$ cat config.mk
export PLATFORM = sky130hd
export DESIGN_NAME = shader_color_export_pack
export DESIGN_NICKNAME = d
export VERILOG_FILES = /design/src/design/csep_pkg.sv /design/src/design/shader_color_export_pack.sv /design/src/design/csep_lane.sv
export SDC_FILE = /design/constraint.sdc
export NUM_CORES = 2
export LEC_CHECK = 0
export BUFFER_PORTS_ARGS = -buffer_cell sky130_fd_sc_hd__buf_4
export CORE_ASPECT_RATIO = 0.9
export CORE_MARGIN = 1
export CORE_UTILIZATION = 35
export CTS_CLUSTER_SIZE = 20
export DETAILED_ROUTE_END_ITERATION = 10
export GPL_ROUTABILITY_DRIVEN = 0
export PLACE_DENSITY = 0.62
export SLEW_MARGIN = 20
export SYNTH_ARGS = -nofsm -noshare
export SYNTH_HDL_FRONTEND = slang
export SYNTH_SLANG_ARGS = --single-unit
export TNS_END_PERCENT = 20
$ cat constraint.sdc
create_clock -name clk -period 7.6 [get_ports clk]
set_input_delay 0.76 -clock clk [delete_from_list [all_inputs] [get_ports clk]]
set_output_delay 0.76 -clock clk [all_outputs]
set_load 0.02 [all_outputs]
$ cat src/design/csep_pkg.sv
`timescale 1ns / 1ps
package csep_pkg;

	localparam int unsigned CoordW = 14;
	localparam int unsigned ChanW = 8;
	localparam logic [7:0] ChanScale = 8'd255;
	localparam int unsigned RedShift = 16;
	localparam int unsigned GreenShift = 8;

	typedef struct packed {
		logic              compressed;
		logic [31:0]       word_x;
		logic [31:0]       word_y;
		logic [31:0]       word_z;
		logic [CoordW-1:0] pixel_x;
		logic [CoordW-1:0] pixel_y;
	} csep_in_t;

	typedef struct packed {
		logic [23:0]       color;
		logic [CoordW-1:0] out_x;
		logic [CoordW-1:0] out_y;
	} csep_out_t;

endpackage

$ cat src/design/shader_color_export_pack.sv
`timescale 1ns / 1ps
// an accepted input beat passes the stage-1 and stage-2 registers to reach its output beat
// throughput: one beat per cycle while out_stall holds no output beat, set by three channel lanes in a two-stage pipe
// the whole pipe holds while an output beat waits under stall
// reset clears the valid bits only; payload registers are not reset
module shader_color_export_pack (
	input  logic clk,
	input  logic arst_n,
	input  logic in_valid,
	output logic in_stall,
	input  csep_pkg::csep_in_t in_data,
	output logic out_valid,
	input  logic out_stall,
	output csep_pkg::csep_out_t out_data
);
	import csep_pkg::*;

	logic              en;
	logic              valid_s1;
	logic              valid_s2;
	logic [CoordW-1:0] x_s1;
	logic [CoordW-1:0] y_s1;
	logic [CoordW-1:0] x_s2;
	logic [CoordW-1:0] y_s2;
	logic [31:0]       red_bits;
	logic [31:0]       grn_bits;
	logic [31:0]       blu_bits;
	logic [ChanW-1:0]  red_byte;
	logic [ChanW-1:0]  grn_byte;
	logic [ChanW-1:0]  blu_byte;

	assign en = !(valid_s2 && out_stall);
	assign in_stall = !en;

	always_comb begin
		if (in_data.compressed) begin
			red_bits = {16'b0, in_data.word_x[15:0]};
			grn_bits = {16'b0, in_data.word_x[31:16]};
			blu_bits = {16'b0, in_data.word_y[15:0]};
		end else begin
			red_bits = in_data.word_x;
			grn_bits = in_data.word_y;
			blu_bits = in_data.word_z;
		end
	end

	csep_lane u_red (.clk(clk), .en(en), .is_half(in_data.compressed),
		.bits(red_bits), .chan_byte(red_byte));
	csep_lane u_grn (.clk(clk), .en(en), .is_half(in_data.compressed),
		.bits(grn_bits), .chan_byte(grn_byte));
	csep_lane u_blu (.clk(clk), .en(en), .is_half(in_data.compressed),
		.bits(blu_bits), .chan_byte(blu_byte));

	always_ff @(posedge clk or negedge arst_n) begin
		if (!arst_n) begin
			valid_s1 <= 1'b0;
			valid_s2 <= 1'b0;
		end else if (en) begin
			valid_s1 <= in_valid;
			valid_s2 <= valid_s1;
		end
	end

	always_ff @(posedge clk) begin
		if (en) begin
			x_s1 <= in_data.pixel_x;
			y_s1 <= in_data.pixel_y;
			x_s2 <= x_s1;
			y_s2 <= y_s1;
		end
	end

	// merge the lane bytes into one rgb888 word
	assign out_valid = valid_s2;
	assign out_data.color = ({16'b0, red_byte} << RedShift) | ({16'b0, grn_byte} << GreenShift)
		| {16'b0, blu_byte};
	assign out_data.out_x = x_s2;
	assign out_data.out_y = y_s2;

endmodule

$ cat src/design/csep_lane.sv
`timescale 1ns / 1ps
module csep_lane (
	input  logic        clk,
	input  logic        en,
	input  logic        is_half,
	input  logic [31:0] bits,
	output logic [csep_pkg::ChanW-1:0] chan_byte
);
	import csep_pkg::*;

	logic        sgn;
	logic [7:0]  ex;
	logic [23:0] mant;
	logic        zero_c;
	logic        sat_c;
	logic [31:0] prod;

	logic        zero_s1;
	logic        sat_s1;
	logic [31:0] prod_s1;
	logic [7:0]  ex_s1;

	logic        top;
	logic        rnd;
	logic        sticky;
	logic        lsb;
	logic [32:0] base;
	logic [32:0] rounded;
	logic [7:0]  sh;
	logic [32:0] whole;

	// decode into sign, biased single exponent and significand
	always_comb begin
		zero_c = 1'b0;
		sat_c = 1'b0;
		if (is_half) begin
			sgn = bits[15];
			ex = {3'b000, bits[14:10]} + 8'd112;
			mant = {1'b1, bits[9:0], 13'b0};
			// half subnormals scale to below one
			if (bits[14:10] == 5'd0)
				zero_c = 1'b1;
			if (bits[14:10] == 5'h1f) begin
				if (bits[9:0] != 10'd0)
					zero_c = 1'b1;
				else
					sat_c = 1'b1;
			end
		end else begin
			sgn = bits[31];
			ex = bits[30:23];
			mant = {1'b1, bits[22:0]};
			if (ex == 8'd0)
				zero_c = 1'b1;
			if (ex == 8'hff) begin
				if (bits[22:0] != 23'd0)
					zero_c = 1'b1;
				else
					sat_c = 1'b1;
			end
		end
		if (sgn)
			zero_c = 1'b1;
		// one or more times 255 is at least 255
		if (ex >= 8'd127)
			sat_c = 1'b1;
		prod = mant * ChanScale;
	end

	always_ff @(posedge clk) begin
		if (en) begin
			zero_s1 <= zero_c;
			sat_s1 <= sat_c;
			prod_s1 <= prod;
			ex_s1 <= ex;
		end
	end

	// round product to 24 significant bits, nearest even
	always_comb begin
		top = prod_s1[31];
		if (top) begin
			rnd = prod_s1[7];
			sticky = |prod_s1[6:0];
			lsb = prod_s1[8];
			base = {1'b0, prod_s1[31:8], 8'b0};
		end else begin
			rnd = prod_s1[6];
			sticky = |prod_s1[5:0];
			lsb = prod_s1[7];
			base = {2'b00, prod_s1[30:7], 7'b0};
		end
		rounded = base;
		if (rnd && (sticky || lsb))
			rounded = base + (top ? 33'd256 : 33'd128);
		sh = 8'd150 - ex_s1;
		whole = rounded >> sh;
	end

	always_ff @(posedge clk) begin
		if (en) begin
			if (zero_s1)
				chan_byte <= '0;
			else if (sat_s1 || whole >= 33'd255)
				chan_byte <= 8'd255;
			else
				chan_byte <= whole[ChanW-1:0];
		end
	end

endmodule
# Yosys cells after proc, flatten, opt, wreduce, memory -nomap -nowiden
# Index checks and enable logic that the tools add are counted.
[totals] ff_bits=208 word_cells=147 mem_bits_ro=0 latch_bits=0 ram_bits=0 inputBits=129 memories=0
[op_classes] n_eq_ne=6 shift=3 n_mul=3 reduce_logical=28 bitwise_logic=2 n_div=0 order_cmp=6 addsub=9 mux=69
[ops] cell="32-bit two-way mux" n=6
[ops] cell="32-bit by 33-bit adder with 33-bit output" n=3
[ops] cell="33-bit by 8-bit greater-or-equal comparator with 1-bit output (second input constant)" n=3
[ops] cell="33-bit two-way mux" n=3
[ops] cell="33-bit by 8-bit >> shifter with 33-bit output" n=3
[ops] cell="24-bit by 8-bit multiplier with 32-bit output (second input constant)" n=3
[ops] cell="23-bit two-way mux" n=3
[ops] cell="23-bit nonzero test" n=3
[ops] cell="1-bit two-way mux" n=48
[ops] cell="8-bit two-way mux" n=6
[ops] cell="10-bit nonzero test" n=3
[ops] cell="9-bit two-way mux" n=3
[ops] cell="5-bit by 7-bit adder with 8-bit output (second input constant)" n=3
[ops] cell="8-bit equality test (second input constant)" n=3
[ops] cell="8-bit by 7-bit greater-or-equal comparator with 1-bit output (second input constant)" n=3
[ops] cell="8-bit logical NOT" n=3
[ops] cell="24-bit by 16-bit bitwise OR with 24-bit output" n=1
[ops] cell="24-bit by 8-bit bitwise OR with 24-bit output" n=1
[ops] cell="8-bit subtractor (first input constant)" n=3
[ops] cell="7-bit OR reduction" n=3
[ops] cell="6-bit OR reduction" n=3
[ops] cell="5-bit equality test (second input constant)" n=3
[ops] cell="5-bit logical NOT" n=3
[ops] cell="1-bit logical OR" n=6
[ops] cell="1-bit logical AND" n=4

# Logic depth before layout (Yosys ltp)
[logic_depth] word_depth=9 mapped_depth=24 depth_no_buf=21

# By module
# A second synthesis with hierarchy kept.
[hier_totals] cells_unflattened=3252 hier_area_um2=30279.0
[modules_own_cells] mod="csep_lane (u_grn)" cells_each=1056 instances=1 area_each_um2=9372.7 seq_area_each_um2=1501.4
[modules_own_cells] mod="csep_lane (u_blu)" cells_each=1027 instances=1 area_each_um2=9192.6 seq_area_each_um2=1501.4
[modules_own_cells] mod="csep_lane (u_red)" cells_each=1017 instances=1 area_each_um2=9069.9 seq_area_each_um2=1501.4
[modules_own_cells] mod="shader_color_export_pack" cells_each=152 instances=1 area_each_um2=2643.8 seq_area_each_um2=1731.7

# Least setup slack after synthesis
# OpenSTA, ideal clock, no wires.
[synth_path] kind="input-to-output" from="input port out_stall" to="output port in_stall" setup_slack_ns=0.804 required_time_ns=6.840 path_stages=2 n_path_buf=0 arrival_time_ns=6.036 cell_sequence="nand2_1 -> inv_1"
[synth_via] elab_chain_len=1
[synth_lines] element="start, declared" line_no="shader_color_export_pack.sv:13" rtl="input logic out_stall,"
[synth_lines] element="1-bit logical AND" line_no="shader_color_export_pack.sv:32" rtl="assign en = !(valid_s2 && out_stall);"
[synth_lines] element="end, declared" line_no="shader_color_export_pack.sv:10" rtl="output logic in_stall,"
# No other way between the ends.

# Worst setup path after layout
[layout_path] from="input port in_data[124] (netlist bit)" to="register u_red.prod_s1[30], data pin"
[layout_via] elab_chain_len=3
[layout_lines] element="start, declared" line_no="shader_color_export_pack.sv:11" rtl="input csep_pkg::csep_in_t in_data,"
[layout_lines] element="32-bit two-way mux" line_no="shader_color_export_pack.sv:36" rtl="if (in_data.compressed) begin"
[layout_lines] element="23-bit two-way mux *" line_no="csep_lane.sv:36" rtl="if (is_half) begin"
[layout_lines] element="24-bit by 8-bit multiplier with 32-bit output *" line_no="csep_lane.sv:67" rtl="prod = mant * ChanScale;"
[layout_lines] element="via u_red.prod[30]" line_no="csep_lane.sv:16" rtl="logic [31:0] prod;"
[layout_lines] element="end signal, assigned" line_no="csep_lane.sv:74" rtl="prod_s1 <= prod;"
[layout_lines] element="end, declared" line_no="csep_lane.sv:20" rtl="logic [31:0] prod_s1;"
# Mark *: on every way through the listed nets, which the timed path passes. The rest lies on a longest branch.
# A chain may end at the register's enable or synchronous reset.

==> results.md <==
| Item | Value | Unit |
| --- | --- | --- |
| Layout cell share with drive strength beyond 1 | 11.4 | % |
| Cell-by-cell listing of the critical path | buf_4 > inv_1 > buf_4 > nand2_1 > inv_1 > fa_1 > inv_1 > fa_1 > fa_1 > fa_1 > inv_1 > ha_1 > and3_1 > a211oi_1 > o31ai_1 > o221ai_1 > a211oi_1 > a41oi_1 > o21bai_1 > xor2_1 | - |
| Floorplan core area | 81,300 | um^2 |
| Number of max-cap violations | 0 | - |
| Net count after synthesis | 3,670 | - |
| Skew final | 0.0350 | ns |
| Commonest non-fill, non-tap cells in the layout | inv_1 (456), fa_1 (326), buf_4 (219) | - |
| Total Neg Setup Slack | 0 | ns |
| Register Area | 6240 | um^2 |
| Number of enable flip-flop cells after synthesis | 206 | - |
| Synthesis warning total | 0 | - |
| Hold Crit Start | in_data[26] | - |
| Clk Tree Root Cell | clkbuf_16 | - |
| Area of the die | 83,400 | um^2 |
| Number of nets in the finished design | 3,800 | - |
| Hold slack | 0.344 | ns |
| Worst-case reg-to-reg path depth | 14 | - |
| Critical path's slowest cell | o31ai_1 | - |
| Setup slack of the worst register-to-register path | 2.13 | ns |
| DR vias/cell | 5.64 | - |
| Buffers added on ports | 182 | - |
| Clock Path Buffers | 3 | - |
| Setup crit start | in_data[124] | - |
| Number of remaining DRC errors | 0 | - |
| Effective utilization at floorplan | 35.4 | % |
| Proportion of synthesized chip area in sequential cells | 21.7 | % |
| Hold Vio Cnt, Final | 0 | - |
| Tcrit/Tclk final | 81.9 | % |
| Count of different cell masters after synthesis | 101 | - |
| Layout overhead on the synthesized area | 12.1 | % |
| Leakage power | 13.6 | nW |
| Sinks on the clock net | 208 | - |
| Arrival time at the worst endpoint | 6.56 | ns |
| Post-synthesis average cell area | 9.41 | um^2 |
| Clock slew at reported path FFs | 0.06 | ns |
| Count of H-tree levels built during CTS | 1 | - |
| Largest net degree at the start of global routing | 99 | - |
| Number of placement rows | 99 | - |
| Antenna violations before repair | 8 | - |
| Post-DRT Antenna Nets | 0 | - |
| Total Routed Length | 79,800 | um |
| Endpoint class of the critical path | flip-flop | - |
| I/O pin cnt | 183 | - |
| Vias in the first global route | 23,050 | - |
| Worst-margin pin slew | 1.15 | ns |
| R2R Path Start | u_red.prod_s1[31] | - |
| Maximum VDD drop | 0.245 | mV |
| Type of the worst setup path | in2reg | - |
| Detailed Route Iter0 Violations | 2,641 | - |
| Total vias in the final route | 24,085 | - |
| HPWL Detailed | 65,300 | um |
| Slowest cell delay on critical path | 0.58 | ns |
| Capturing instance or port of the critical path | u_red.prod_s1[30] | - |
| Die Ht | 274 | um |
| Routed length per instance | 18.7 | um |
| Placed Cells | 4,220 | - |
| PwrDens | 419 | nW/um^2 |
| Synth async-reset ratio | 0.962 | % |
| Setup-failing EPs final | 0 | - |
| Clock insertion delay at the later pin of the skew report | 0.59 | ns |
| TritonCTS clock tree | yes | - |
| Outcome | completed | - |
| Fin. max-slew vios | 0 | - |
| Maximum fanout along the worst path | 14 | - |
| Post-synthesis instance total | 3,059 | - |
| R2r endpoint | u_red.chan_byte[3] | - |
| Predominant post-synthesis flop cell | edfxtp_1 | - |
| Startpoint kind of the worst setup timing path | primary input | - |
| Wire length of the first global-routing pass | 128,000 | um |
| Multi-input logic area | 20,400 | um^2 |
| Min Tclk post-route | 6.22 | ns |
| Normalized max-slew margin | 23.0 | % |
| Final-layout fill cell count | 8,031 | - |
| Hold/Removal Path Class | in2reg | - |
| Leading cell type in the layout, fill and taps excluded | inv_1 | - |
| Flops & latches, synth | 208 | - |
| Residual overflow from global routing | 0 | - |
| Total track usage | 18.8 | % |
| Utilization after layout | 39.7 | % |
| Final Instance Count excl. Fillers | 4,270 | - |
| Die Wd | 304 | um |
| Inserted Clock Buffers | 26 | - |
| Required time at the worst-slack endpoint | 7.94 | ns |
| Detailed-routing iteration count for the pre-antenna-repair pass | 6 | - |
| Highest clock rate | 161 | MHz |
| Post-synth design cell area | 28,800 | um^2 |
| RSZ-0062 raised after global routing | false | - |
through the flow:
stage | power, mW | instance area (um^2) | worst slack (ns)
3_3_place_gp | 12.0 | 31400 | 0.910
3_5_place_dp | 12.1 | 31400 | 0.879
4_1_cts | 13.5 | 32300 | 1.47
5_1_grt | 14.9 | 32300 | 1.01
6_report | 13.5 | 32300 | 1.38
2_1_floorplan | 9.99 | 28800 | 0.804
repair_timing:
item                                   in CTS  in global routing
endpoints found under the hold margin       2                  0
resized for setup                           0                  0
setup buffers                               0                  0
hold buffers                                1                  0
setup endpoints to repair                   0                  0
kinds of logic after synthesis:
logic type      count (synthesis)  share of synthesized area [%]
simple gates                  835                           15.1
buf+inv                       576                           7.68
compound gates                688                           16.8
fa+ha+maj                     482                           29.5
flops                         208                           21.7
mux                           111                           4.44
xor+xnor                      159                           4.84
synth_stat cells (66+ instances only):
| master | instances | share of area [%] |
|---|---|---|
| a21oi_1 | 126 | 2.2 |
| clkbuf_1 | 86 | 1.1 |
| edfxtp_1 | 206 | 21 |
| fa_1 | 326 | 23 |
| ha_1 | 156 | 6.8 |
| inv_1 | 456 | 5.9 |
| mux2i_1 | 77 | 2.7 |
| nand2_1 | 185 | 2.4 |
| nand3_1 | 80 | 1.4 |
| nor2_1 | 151 | 2.0 |
| nor3_1 | 106 | 1.8 |
| nor4_1 | 66 | 1.4 |
| o21ai_0 | 111 | 1.9 |
| xnor2_1 | 118 | 3.6 |
flip-flops by register name, summed over array words and instances, names as in the netlist, 8 cells and up:
signal           flops
u_blu.chan_byte      8
u_red.chan_byte      8
y_s2                14
x_s2                14
u_grn.prod_s1       32
u_grn.ex_s1          8
u_red.ex_s1          8
u_grn.chan_byte      8
x_s1                14
u_blu.prod_s1       32
u_red.prod_s1       32
u_blu.ex_s1          8
y_s1                14
metal layers:
metal  up-vias  share of wire, %  GRT usage, %
met4        14               1.5          3.04
met2       971                43          28.5
met3       106               9.2          4.84
met1     11760                46          27.2
met5         -              0.11             0
li1      11234                 -             -
where the power goes:
group	switching, mW	total [mW]	leakage, nW	internal, mW
clock network	0.540	1.32	0.441	0.784
registers	0.395	2.50	2.11	2.11
logic	5.57	9.68	11.0	4.11
final cells by class:
class | instances | area share, %
multi-input combinational | 2275 | 63.2
sequential | 208 | 19.3
inverter | 456 | 5.31
timing repair buffer | 222 | 5.25
tap | 1060 | 4.11
clock buffer | 31 | 2.14
clock inverter | 17 | 0.632
antenna | 1 | 0.00776
worst max-delay path, delay by kind of cell:
kind	cells	cell delay (ns)
compound gates	6	1.91
xor+xnor	1	0.08
fa+ha+maj	5	2.21
buf+inv	6	1.15
simple gates	2	0.43
worst min path at each step:
stage          endpoint  slack [ns]  cells past startpoint
2_1_floorplan   x_s2[0]        0.40                      0
3_3_place_gp    x_s2[5]        0.40                      0
3_5_place_dp   y_s2[10]        0.40                      0
4_1_cts        x_s1[10]        0.30                      1
5_1_grt         y_s1[1]        0.30                      1
6_report       x_s1[12]        0.34                      1
(Power assumes the default switching activity.)
